### config.mk
export PLATFORM = sky130hd
export DESIGN_NAME = uri_percent_unescape_unit
export DESIGN_NICKNAME = d
export VERILOG_FILES = /design/src/design/upu_pkg.sv /design/src/design/upu_in_stage.sv /design/src/design/upu_core.sv /design/src/design/upu_out_stage.sv /design/src/design/uri_percent_unescape_unit.sv
export VERILOG_INCLUDE_DIRS = /design/src /design/src/design
export SDC_FILE = /design/constraint.sdc
export NUM_CORES = 1
export LEC_CHECK = 0
export ABC_AREA = 1
export BUFFER_PORTS_ARGS = -buffer_cell sky130_fd_sc_hd__buf_2
export CORE_UTILIZATION = 55
export CTS_BUF_LIST = sky130_fd_sc_hd__clkbuf_8
export DETAILED_ROUTE_END_ITERATION = 12
export PLACE_DENSITY = 0.76
export SLEW_MARGIN = 20
export SYNTH_ARGS = -nofsm -noshare
export SYNTH_HDL_FRONTEND = slang
export SYNTH_SLANG_ARGS = --single-unit
### constraint.sdc
create_clock -name clk -period 5.6 [get_ports clk]
set_input_delay 0.28 -clock clk [delete_from_list [all_inputs] [get_ports clk]]
set_output_delay 0.28 -clock clk [all_outputs]
set_load 0.02 [all_outputs]
### src/design/uri_percent_unescape_unit_defines.svh
// Assertion macros used by upu_core.
// Each macro expects clk and rst_n in scope.
`ifndef URI_PERCENT_UNESCAPE_UNIT_DEFINES_SVH
`define URI_PERCENT_UNESCAPE_UNIT_DEFINES_SVH

`ifndef NO_ASSERTIONS

`define UPU_ASSERT_SAME(lbl, ante, cons) \
  lbl: assert property (@(posedge clk) disable iff (!rst_n) (ante) |-> (cons)) \
    else $error("upu assertion failed");

`define UPU_ASSERT_NEXT(lbl, ante, cons) \
  lbl: assert property (@(posedge clk) disable iff (!rst_n) (ante) |=> (cons)) \
    else $error("upu assertion failed");

`else

`define UPU_ASSERT_SAME(lbl, ante, cons)

`define UPU_ASSERT_NEXT(lbl, ante, cons)

`endif

`endif

### src/design/upu_pkg.sv
package upu_pkg;

  localparam int unsigned LEN_W       = 12;
  localparam int unsigned LEN_FIELD_MAX = 4095;

  localparam logic [7:0] CHAR_PERCENT = 8'h25;
  localparam logic [7:0] PRINT_LO     = 8'd32;
  localparam logic [7:0] PRINT_HI     = 8'd126;

  // escape phase
  typedef enum logic [1:0] {
    PH_NORMAL = 2'd0,
    PH_HIGH   = 2'd1,
    PH_LOW    = 2'd2
  } phase_t;

  typedef struct packed {
    logic [7:0] data;
    logic       last;
  } item_t;

  typedef struct packed {
    logic [7:0]       out_byte;
    logic             byte_valid;
    logic             done;
    logic             failed;
    logic [LEN_W-1:0] length;
  } res_t;

  // non-hex characters decode as zero
  function automatic logic [3:0] hex_digit(input logic [7:0] c);
    logic [7:0] d;
    begin
      d = 8'd0;
      if (c >= 8'h30 && c <= 8'h39) begin
        d = c - 8'h30;
      end else if (c >= 8'h41 && c <= 8'h46) begin
        d = c - 8'h41 + 8'd10;
      end else if (c >= 8'h61 && c <= 8'h66) begin
        d = c - 8'h61 + 8'd10;
      end
      return d[3:0];
    end
  endfunction

endpackage

### src/design/upu_in_stage.sv
module upu_in_stage
  import upu_pkg::*;
(
  input  logic       clk,
  input  logic       rst_n,
  input  logic       in_valid,
  input  item_t      in_item,
  output logic       in_stall,
  input  logic       advance,
  output logic       item_valid,
  output item_t      item
);

  logic  valid_r, valid_nxt;
  item_t item_r;
  logic  load;

  assign in_stall  = valid_r && !advance;
  assign load      = in_valid && !in_stall;
  assign valid_nxt = load ? 1'b1 : (advance ? 1'b0 : valid_r);

  always_ff @(posedge clk) begin
    if (!rst_n) begin
      valid_r <= 1'b0;
    end else begin
      valid_r <= valid_nxt;
    end
  end

  always_ff @(posedge clk) begin
    if (load) begin
      item_r <= in_item;
    end
  end

  assign item_valid = valid_r;
  assign item       = item_r;

endmodule

### src/design/upu_core.sv
`include "uri_percent_unescape_unit_defines.svh"

module upu_core
  import upu_pkg::*;
#(
  parameter int unsigned MAX_LEN = 4095
) (
  input  logic  clk,
  input  logic  rst_n,
  input  logic  fire,
  input  item_t item,
  output logic  produce,
  output res_t  res
);

  localparam int unsigned CAP_INT = (MAX_LEN < LEN_FIELD_MAX) ? MAX_LEN : LEN_FIELD_MAX;
  localparam logic [LEN_W-1:0] COUNT_CAP = CAP_INT[LEN_W-1:0];

  phase_t           phase_r, phase_nxt;
  logic [3:0]       high_r, high_nxt;
  logic [LEN_W-1:0] count_r, count_nxt;
  logic             err_r, err_nxt;

  logic       emit;
  logic       range_bad;
  logic [7:0] value;
  logic [3:0] digit;

  assign digit = hex_digit(item.data);

  // decode of the current byte
  always_comb begin
    emit      = 1'b0;
    range_bad = 1'b0;
    value     = 8'd0;
    if (!err_r) begin
      case (phase_r)
        PH_HIGH: begin
          value = 8'd0;
        end
        PH_LOW: begin
          value = {high_r, digit};
          if (value < PRINT_LO || value > PRINT_HI) begin
            range_bad = 1'b1;
          end else begin
            emit = 1'b1;
          end
        end
        default: begin
          if (item.data != CHAR_PERCENT) begin
            value = item.data;
            emit  = 1'b1;
          end
        end
      endcase
    end
  end

  // next state
  always_comb begin
    phase_nxt = phase_r;
    high_nxt  = high_r;
    count_nxt = count_r;
    err_nxt   = err_r;
    if (!err_r) begin
      case (phase_r)
        PH_HIGH: begin
          high_nxt  = digit;
          phase_nxt = PH_LOW;
        end
        PH_LOW: begin
          phase_nxt = PH_NORMAL;
          err_nxt   = range_bad;
        end
        default: begin
          phase_nxt = (item.data == CHAR_PERCENT) ? PH_HIGH : PH_NORMAL;
        end
      endcase
      if (emit && count_r < COUNT_CAP) begin
        count_nxt = count_r + 1'b1;
      end
      // escape cut short by end of string
      if (item.last && !err_nxt && phase_nxt != PH_NORMAL) begin
        err_nxt = 1'b1;
      end
    end
  end

  // result fields
  always_comb begin
    produce        = emit || item.last;
    res.out_byte   = emit ? value : 8'd0;
    res.byte_valid = emit;
    res.done       = item.last;
    res.failed     = item.last && err_nxt;
    res.length     = (item.last && !err_nxt) ? count_nxt : '0;
  end

  always_ff @(posedge clk) begin
    if (!rst_n) begin
      phase_r <= PH_NORMAL;
      high_r  <= 4'd0;
      count_r <= '0;
      err_r   <= 1'b0;
    end else if (fire) begin
      if (item.last) begin
        phase_r <= PH_NORMAL;
        high_r  <= 4'd0;
        count_r <= '0;
        err_r   <= 1'b0;
      end else begin
        phase_r <= phase_nxt;
        high_r  <= high_nxt;
        count_r <= count_nxt;
        err_r   <= err_nxt;
      end
    end
  end

  `UPU_ASSERT_NEXT(a_end_clears, fire && item.last, phase_r == PH_NORMAL && count_r == '0 && !err_r)
  `UPU_ASSERT_SAME(a_count_cap, 1'b1, count_r <= COUNT_CAP)
  `UPU_ASSERT_SAME(a_err_no_escape, err_r, phase_r == PH_NORMAL)

endmodule

### src/design/upu_out_stage.sv
module upu_out_stage
  import upu_pkg::*;
(
  input  logic clk,
  input  logic rst_n,
  input  logic load,
  input  res_t res_in,
  output logic ready,
  output logic out_valid,
  input  logic out_stall,
  output res_t res_out
);

  logic valid_r, valid_nxt;
  res_t res_r;
  logic drain;

  assign drain     = valid_r && !out_stall;
  assign ready     = !valid_r || !out_stall;
  assign valid_nxt = load ? 1'b1 : (drain ? 1'b0 : valid_r);

  always_ff @(posedge clk) begin
    if (!rst_n) begin
      valid_r <= 1'b0;
    end else begin
      valid_r <= valid_nxt;
    end
  end

  always_ff @(posedge clk) begin
    if (load) begin
      res_r <= res_in;
    end
  end

  assign out_valid = valid_r;
  assign res_out   = res_r;

endmodule

### src/design/uri_percent_unescape_unit.sv
// Percent-decoder for a byte stream, one character per transfer with a
// last-byte flag. Ordinary bytes pass straight through; '%' followed by two
// hex digits becomes one byte (a non-hex digit reads as 0). A decoded value
// outside printable ASCII 32..126, or an escape cut off by the end of the
// string, marks the string failed: nothing more is emitted until the last
// byte, whose result carries done, failed=1 and length 0. Otherwise the
// last byte's result carries the decoded length, saturating at
// min(MAX_LEN, 4095). Bytes already emitted for a failed string must be
// dropped by the consumer. Throughput is one input transfer per clock while
// the result channel is not stalled; an input transfer passes through the
// input register, the phase machine's decode and the result register.
// A byte that neither decodes a character nor ends the string (a '%' or a
// first hex digit) yields no result transfer.
module uri_percent_unescape_unit
  import upu_pkg::*;
#(
  parameter int unsigned MAX_LEN = 4095
) (
  input  logic             clk,
  input  logic             rst_n,
  // input channel
  input  logic             in_valid,
  output logic             in_stall,
  input  logic [7:0]       in_byte,
  input  logic             in_last_byte,
  // result channel
  output logic             out_valid,
  input  logic             out_stall,
  output logic [7:0]       out_byte,
  output logic             out_byte_valid,
  output logic             out_done_res,
  output logic             out_failed,
  output logic [LEN_W-1:0] out_decoded_length
);

  item_t in_item;
  item_t item;
  logic  item_valid;
  logic  out_ready;
  logic  fire;
  logic  produce;
  res_t  res;
  res_t  res_q;

  assign in_item.data = in_byte;
  assign in_item.last = in_last_byte;

  // An item leaves the input register when the result register can take
  // whatever it produces.
  assign fire = item_valid && out_ready;

  upu_in_stage u_in (
    .clk        (clk),
    .rst_n      (rst_n),
    .in_valid   (in_valid),
    .in_item    (in_item),
    .in_stall   (in_stall),
    .advance    (out_ready),
    .item_valid (item_valid),
    .item       (item)
  );

  // phase machine, escape decode, counter and error flag
  upu_core #(
    .MAX_LEN (MAX_LEN)
  ) u_core (
    .clk     (clk),
    .rst_n   (rst_n),
    .fire    (fire),
    .item    (item),
    .produce (produce),
    .res     (res)
  );

  upu_out_stage u_out (
    .clk       (clk),
    .rst_n     (rst_n),
    .load      (fire && produce),
    .res_in    (res),
    .ready     (out_ready),
    .out_valid (out_valid),
    .out_stall (out_stall),
    .res_out   (res_q)
  );

  assign out_byte           = res_q.out_byte;
  assign out_byte_valid     = res_q.byte_valid;
  assign out_done_res       = res_q.done;
  assign out_failed         = res_q.failed;
  assign out_decoded_length = res_q.length;

endmodule
==> summary.txt, run 1 <==
Setup path
  • CP endpoint kind: register
  • R2R cell count: 14
  • Critical path cell sequence: inv_1 > ha_1 > nand4_1 > nand2_1 > nand2_1 > nand2_1 > nand2_1 > nand4_2 > nand4_2 > nand2_4 > nand2_2 > inv_2 > o21ai_2 > inv_1
  • Reg2Reg Setup Slack: 2.53 ns
  • WP buf/inv: 3
  • Required @ worst endpoint: 5.55 ns
  • Cell mode on critical path: nand2_1
  • Crit-path leading delay family: simple AND/OR/NAND/NOR gates
  • WP data arrival: 3.02 ns
  • CP max stage cell: inv_1
  • Crit Reg-Reg Startpoint: u_in.item[1]
  • Crit Reg-Reg Endpoint: u_out.res_out[3]
  • CP startpoint kind: register
  • Max incr delay on CP: 0.62 ns
  • CP Max Fanout: 23
  • Crit Path Category: register to register

Hold path
  • Hold Crit Endpoint: u_in.item[0]
  • Hold Path Cell Cnt: 1
  • Worst min path class: input port to register
  • Hold_sp: in_last_byte

Global route
  • Antenna violations before repair: 0
  • GR Layer Usage met2: 34.64%
  • Pin count of the biggest net entering global routing: 24
  • Gr busiest metal: met1
  • Met1 Usage GRT: 34.64%
  • First-pass GRT wire length: 10760 microns
  • Vias in the first global route: 2243
  • GRT Total Usage: 23.36%
  • GRT Residual Overflow: 0
  • Routing usage on met3: 3.593%

Die
  • Die area: 5783 sq um
  • CORE AREA: 5205 sq um
  • Vert. Die Dim: 76.05 microns
  • # IOs: 38
  • # rows: 26
  • Initial Util: 57.93%
  • Chip width: 76.05 microns

Flow run
  • Total of max-cap violations: 0

Synth
  • Synthesized area per cell: 8.330 sq um
  • Top-count cell post-synth: nand2_1
  • Most instantiated cells after synthesis: 90 x nand2_1, 40 x inv_1, 32 x edfxtp_1, 30 x nor2_1, 28 x a21oi_1
  • Synth Flop Type: edfxtp_1
  • Synthesized instance count: 362
  • Syn. warnings: 0
  • Ys async rst share: 0%
  • Synthesized area: 3015 sq um
  • Seq/Total Area, Yosys: 45.81%
  • Yosys top cell area share: 31.87%
  • Area leader, netlist: edfxtp_1
  • Post-synth EDFFs: 32
  • Synth area leaders: edfxtp_1 32%, dfxtp_1 14%, nand2_1 11%
  • Flops & latches, synth: 53
  • Post-synthesis cell type count: 33
  • Syn_nets: 382

Route
  • Final ANT Viol Nets: 0
  • DR WL/cell: 13.51 microns
  • DRC viols: 0
  • Vias post-DR: 2536
  • Vias per inst: 5.430
  • Pre-antenna DRT Iters: 5
  • Drt initial violations: 206
  • WL final: 6310 microns

Finish
  • Share of cells above drive strength 1: 23.68%
  • Fillers: 467
  • Ant diodes: 0
  • Finished Layout Cells: 467
  • Fin nets: 416
  • Layout Area Growth over Synthesis: 10.21%

Clock tree
  • Cts repair resizes: 0
  • CTS tree: yes
  • Clock transition at the registers of the reported paths: 0.10 ns
  • CTS Sinks: 53
  • Cts hold-fix bufs: 0
  • Worst skew pair latency: 0.32 ns
  • H-tree depth: 2
  • Post-CTS Setup Bufs: 0
  • Root Buffer: clkbuf_8
  • Clock Tree Buf Depth: 2
  • CTS Buf Count: 5

STA
  • Slew @ Worst Pin: 0.9603 ns
  • Setup violations, final: 0
  • Clk_skew: 0.009782 ns
  • Final Max Tran Viols: 0
  • Setup TNS: 0 ns
  • Fin crit period: 3.075 ns
  • RSZ-0062 raised after global routing: no
  • Fin crit share: 54.91%
  • Peak Freq: 325.2 MHz
  • Max-slew headroom: 35.74%
  • Hold Violations, Final: 0

Power and ir drop
  • P_leak: 1.401 nW
  • Pwr Density: 220.7 nW/um^2
  • Maximum VDD drop: 0.1977 mV

Placement
  • DP HPWL: 4635 microns
  • I/O Buffers: 37
  • Placer Congestion: 0.9150
  • Placed cell count: 459

Outcome
  • Run status: finished, final reports clean
==> kinds of logic (layout without fill, tap and decap cells) <==
logic type | count (synthesis) | count (layout) | share of synthesized area [%]
xor+xnor | 9 | 9 | 2.614
flops | 53 | 53 | 45.81
buf+inv | 57 | 92 | 7.841
simple gates | 185 | 185 | 30.08
compound gates | 51 | 51 | 10.75
fa+ha+maj | 7 | 7 | 2.904
==> sequential cells by signal, indices dropped and copies added (netlist names) <==
name and count:
u_core.count_r 12, u_core.phase_r 2, u_out.out_valid 1, u_in.item 9, u_in.item_valid 1, u_out.res_out 23
u_core.err_r 1, u_core.high_r 4
==> power breakdown <==
| part | internal (mW) | switching [mW] | total [mW] | leakage, nW |
|---|---|---|---|---|
| combinational | 0.0208 | 0.0479 | 0.0687 | 0.893 |
| clock | 0.0911 | 0.136 | 0.227 | 0.0423 |
| sequential | 0.427 | 0.0103 | 0.438 | 0.465 |
| total | 0.539 | 0.194 | 0.733 | 1.40 |
==> cells in the final DEF, fill, tap and decap left out, types with 2 or more instances in the layout <==
| cell | n |
|---|---|
| nand4_1 | 8 |
| edfxtp_1 | 32 |
| inv_1 | 40 |
| nor2_1 | 30 |
| inv_2 | 6 |
| nand2_2 | 14 |
| o21ai_0 | 2 |
| buf_2 | 37 |
| clkbuf_8 | 5 |
| o21a_1 | 2 |
| dfxtp_1 | 21 |
| nand3_1 | 21 |
| nor3_1 | 4 |
| nor2_2 | 2 |
| o21ai_2 | 3 |
| a21oi_1 | 28 |
| a22oi_1 | 5 |
| nand4_2 | 9 |
| a21oi_2 | 10 |
| nand3_2 | 2 |
| nand2_1 | 90 |
| xor2_1 | 8 |
| clkinvlp_4 | 2 |
| ha_1 | 7 |
==> per-layer routing <==
layer | part of all wire (%) | up-vias
met4 | 2.0 | 0
met5 | 0 | -
met2 | 43 | 122
li1 | - | 1260
met3 | 7.9 | 19
met1 | 47 | 1135
==> per-stage QoR <==
stage	area, sq um	utilization [%]	worst slack [ns]	hold WS [ns]	power, mW
floorplan	3015	-	3.052	0.3789	0.4931
global placement	3228	62.02	2.632	0.4562	0.5146
detailed placement	3228	62.02	2.543	0.4581	0.5147
CTS	3323	63.85	2.533	0.1318	0.7375
global route	3323	63.85	2.271	0.1310	0.7576
finish	3323	63.85	2.525	0.1382	0.7334
==> how the worst max path moves through the flow <==
stage | cells past startpoint | end | startpoint | slack [ns]
floorplan | 13 | u_out.res_out[0] | u_in.item[1] | 3.05
global placement | 13 | u_out.res_out[0] | u_in.item[1] | 2.63
detailed placement | 14 | u_out.res_out[1] | u_in.item[1] | 2.54
CTS | 14 | u_out.res_out[17] | u_in.item[1] | 2.53
global route | 14 | u_out.res_out[17] | u_in.item[1] | 2.27
finish | 14 | u_out.res_out[3] | u_in.item[1] | 2.53
==> worst register-to-register path, stage by stage, from the launching register on <==
cell,delay [ns]
edfxtp_1,0.51
inv_1,0.15
ha_1,0.22
nand4_1,0.16
nand2_1,0.09
nand2_1,0.07
nand2_1,0.07
nand2_1,0.06
nand4_2,0.09
nand4_2,0.10
nand2_4,0.23
nand2_2,0.17
inv_2,0.11
o21ai_2,0.06
inv_1,0.62
==> final cells by class <==
type,instances,area [sq um],area share [%]
repair buffers,37,185.2,5.572
multi-input cells,252,1398,42.06
inverters,47,176.4,5.309
clock buffers,5,68.82,2.071
clock inverters,3,26.28,0.7907
flip-flops and latches,53,1381,41.57
well taps,70,87.58,2.636
Note: power is estimated with default switching activity, not from simulation.
==> run 2: changes to the inputs <==
- ABC_AREA: 1 -> 0
- CORE_UTILIZATION: 55 -> 54
- PLACE_DENSITY: 0.76 -> 0.79
- clock period: 5.6 -> 2.6 ns (I/O delays scaled with it)
==> summary.txt, run 2 <==
STA
  • Clk_skew: 0.01297 ns (was 0.009782 ns)
  • Setup TNS: 0 ns (unchanged)
  • Final Max Tran Viols: 0 (unchanged)
  • Fin crit share: 99.41% (was 54.91%)
  • Setup violations, final: 0 (unchanged)
  • RSZ-0062 raised after global routing: yes (was no)
  • Setup ws final: 0.01528 ns (was 2.525 ns)
  • Fin crit period: 2.585 ns (was 3.075 ns)
  • Hold slack: 0.06516 ns (was 0.1382 ns)
  • Slew @ Worst Pin: 0.7455 ns (was 0.9603 ns)
  • Max-slew headroom: 50.19% (was 35.74%)
  • Peak Freq: 386.9 MHz (was 325.2 MHz)
  • Hold Violations, Final: 0 (unchanged)

Finish
  • Fin nets: 374 (was 416)
  • Ant diodes: 0 (unchanged)
  • Commonest non-fill, non-tap cell in the layout: buf_2 (was nand2_1)
  • Finished Layout Cells: 422 (was 467)
  • Layout Area Growth over Synthesis: 26.87% (was 10.21%)
  • Share of cells above drive strength 1: 28.17% (was 23.68%)
  • Design area: 3503 sq um (was 3323 sq um)
  • Most frequent cells in the layout: 37 x buf_2, 32 x edfxtp_1, 29 x buf_4, 26 x nor2_1, 24 x nand2_1 (was 90 x nand2_1, 40 x inv_1, 37 x buf_2, 32 x edfxtp_1, 30 x nor2_1)
  • Fin util: 72.73% (was 63.85%)
  • Largest register FFs: 23 (unchanged)

Route
  • Vias post-DR: 2459 (was 2536)
  • WL final: 6170 microns (was 6310 microns)
  • Final ANT Viol Nets: 0 (unchanged)
  • Vias per inst: 5.827 (was 5.430)
  • DRC viols: 0 (unchanged)
  • Pre-antenna DRT Iters: 5 (unchanged)
  • DR WL/cell: 14.62 microns (was 13.51 microns)
  • Drt initial violations: 234 (was 206)

Placement
  • I/O Buffers: 37 (unchanged)
  • Placed cell count: 397 (was 459)
  • Placed inst area: 3194 sq um (was 3228 sq um)
  • DP HPWL: 4125 microns (was 4635 microns)
  • Setup slack at placement: 0.03248 ns (was 2.543 ns)
  • Placer Congestion: 1.056 (was 0.9150)

Synth
  • Post-synth EDFFs: 32 (unchanged)
  • Yosys top cell area share: 34.80% (was 31.87%)
  • Synthesized area: 2761 sq um (was 3015 sq um)
  • Synth Flop Type: edfxtp_1 (unchanged)
  • Flops & latches, synth: 53 (unchanged)
  • Most instantiated cells after synthesis: 32 x edfxtp_1, 26 x nor2_1, 24 x nand2_1, 21 x a21oi_1, 21 x dfxtp_1 (was 90 x nand2_1, 40 x inv_1, 32 x edfxtp_1, 30 x nor2_1, 28 x a21oi_1)
  • Synthesized area per cell: 9.897 sq um (was 8.330 sq um)
  • Syn_nets: 299 (was 382)
  • Ys async rst share: 0% (unchanged)
  • Synth area leaders: edfxtp_1 35%, dfxtp_1 15%, a21oi_1 3.8% (was edfxtp_1 32%, dfxtp_1 14%, nand2_1 11%)
  • Syn. warnings: 0 (unchanged)
  • Post-synthesis cell type count: 52 (was 33)
  • Seq/Total Area, Yosys: 50.02% (was 45.81%)
  • Area leader, netlist: edfxtp_1 (unchanged)
  • Top-count cell post-synth: edfxtp_1 (was nand2_1)
  • Synthesized instance count: 279 (was 362)

Global route
  • Antenna violations before repair: 0 (unchanged)
  • GRT Residual Overflow: 0 (unchanged)
  • Vias in the first global route: 2019 (was 2243)
  • First-pass GRT wire length: 9397 microns (was 10760 microns)
  • Pin count of the biggest net entering global routing: 24 (unchanged)
  • GRT Total Usage: 23.08% (was 23.36%)

Die
  • Vert. Die Dim: 73.51 microns (was 76.05 microns)
  • # IOs: 38 (unchanged)
  • CORE AREA: 4817 sq um (was 5205 sq um)
  • Initial Util: 57.32% (was 57.93%)
  • Die area: 5404 sq um (was 5783 sq um)
  • # rows: 25 (was 26)
  • Chip width: 73.51 microns (was 76.05 microns)

Power and ir drop
  • Pwr Density: 444.9 nW/um^2 (was 220.7 nW/um^2)
  • Design Power: 1.559 mW (was 733.4 uW)
  • Maximum VDD drop: 0.3318 mV (was 0.1977 mV)
  • P_leak: 1.309 nW (was 1.401 nW)

Setup path
  • R2R cell count: 11 (was 14)
  • Crit Reg-Reg Startpoint: u_in.item[1] (unchanged)
  • WP data arrival: 2.66 ns (was 3.02 ns)
  • Required @ worst endpoint: 2.67 ns (was 5.55 ns)
  • CP max stage cell: edfxtp_1 (was inv_1)
  • Reg2Reg Setup Slack: 0.02 ns (was 2.53 ns)
  • Crit Path Category: register to register (unchanged)
  • Crit Reg-Reg Endpoint: u_out.res_out[17] (was u_out.res_out[3])
  • Max incr delay on CP: 0.47 ns (was 0.62 ns)
  • CP Max Fanout: 23 (unchanged)
  • CP endpoint kind: register (unchanged)
  • Critical path cell sequence: inv_1 > ha_2 > o21bai_2 > a21o_1 > a31oi_1 > buf_4 > o31a_1 > buf_6 > o21ai_4 > a21oi_4 > buf_12 (was inv_1 > ha_1 > nand4_1 > nand2_1 > nand2_1 > nand2_1 > nand2_1 > nand4_2 > nand4_2 > nand2_4 > nand2_2 > inv_2 > o21ai_2 > inv_1)
  • CP startpoint kind: register (unchanged)

Clock tree
  • CTS tree: yes (unchanged)
  • CTS Buf Count: 5 (unchanged)
  • Worst skew pair latency: 0.32 ns (about the same)
  • H-tree depth: 2 (unchanged)
  • Root Buffer: clkbuf_8 (unchanged)
  • Clock Tree Buf Depth: 2 (unchanged)
  • CTS Sinks: 53 (unchanged)
  • Clock transition at the registers of the reported paths: 0.09 ns (was 0.10 ns)

Hold path
  • Worst min path class: input port to register (unchanged)
  • Hold Path Cell Cnt: 3 (was 1)
  • Hold_sp: in_valid (was in_last_byte)
  • Hold Crit Endpoint: u_in.item_valid (was u_in.item[0])

Outcome
  • Run status: finished, final reports clean (unchanged)

Flow run
  • Total of max-cap violations: 0 (unchanged)
[run 2: changes by cell type after synthesis, sizes merged, moves of 7 or more]
cell,previous run,this run
nand2,105,24
inv,46,13
a21oi,38,21
nand3,24,9
nand4,17,4
o21ai,5,18
a31oi,0,9
or4,0,8
a32oi,0,7
and3,0,7
o211ai,0,7
[run 2: worst max-delay path: cells and delay by family, from the launching register on]
| family | cells | cell delay (ns) |
|---|---|---|
| flops | 1 | 0.47 |
| compound gates | 6 | 1.10 |
| fa+ha+maj | 1 | 0.19 |
| buf+inv | 4 | 0.57 |
[run 2: metal layers]
layer  vias up  share of wire [%]  track usage (%)
met4         0                1.7            7.906
met1      1120                 45            33.16
met3        10                6.7            5.075
met2       116                 46            34.45
li1       1213                  -                -
met5         -                  0                0
[run 2: how the worst max path moves through the flow]
stage / start / endpoint / slack [ns] / depth (start not counted)
final: u_in.item[1] / u_out.res_out[17] / 0.02 / 11
after global routing: u_in.item[1] / u_core.count_r[4] / -0.08 / 11
after CTS: u_in.item[5] / u_out.res_out[4] / 0.02 / 9
after detailed placement: u_in.item[5] / u_out.res_out[4] / 0.03 / 9
after global placement: u_in.item[1] / u_core.count_r[5] / 0.07 / 9
after floorplan: u_in.item[1] / u_out.res_out[0] / 0.01 / 7
[run 2: what timing repair did]
action | in CTS | in global routing
endpoints found under the setup margin | 0 | 49
endpoints found under the hold margin | 9 | 0
hold buffers | 9 | 0
resized for setup | 0 | 17
buffers inserted | 0 | 7
[run 2: layout make-up]
class / instances / area, sq um
Inverter: 13 / 48.80
Tap cell: 67 / 83.83
Timing Repair Buffer: 79 / 546.8
Sequential cell: 53 / 1381
Clock buffer: 5 / 68.82
Fill cell: 373 / 1314
Multi-Input combinational cell: 202 / 1358
Clock inverter: 3 / 16.27
[run 2: cell families (layout without fill, tap and decap cells)]
kind of cell / after synthesis / in the layout / share of synthesized area (%)
AND/OR/NAND/NOR: 107 / 107 / 20.98
AO/OA/AOI/OAI: 83 / 84 / 20.21
flip-flops: 53 / 53 / 50.02
buffers and inverters: 25 / 100 / 4.349
adder cells (fa/ha/maj): 7 / 7 / 3.172
XOR/XNOR: 4 / 4 / 1.269
[run 2: where the power goes]
part | internal (mW) | switching (mW)
logic | 0.0702 | 0.103
clock network | 0.187 | 0.268
registers | 0.918 | 0.0133
total | 1.17 | 0.384
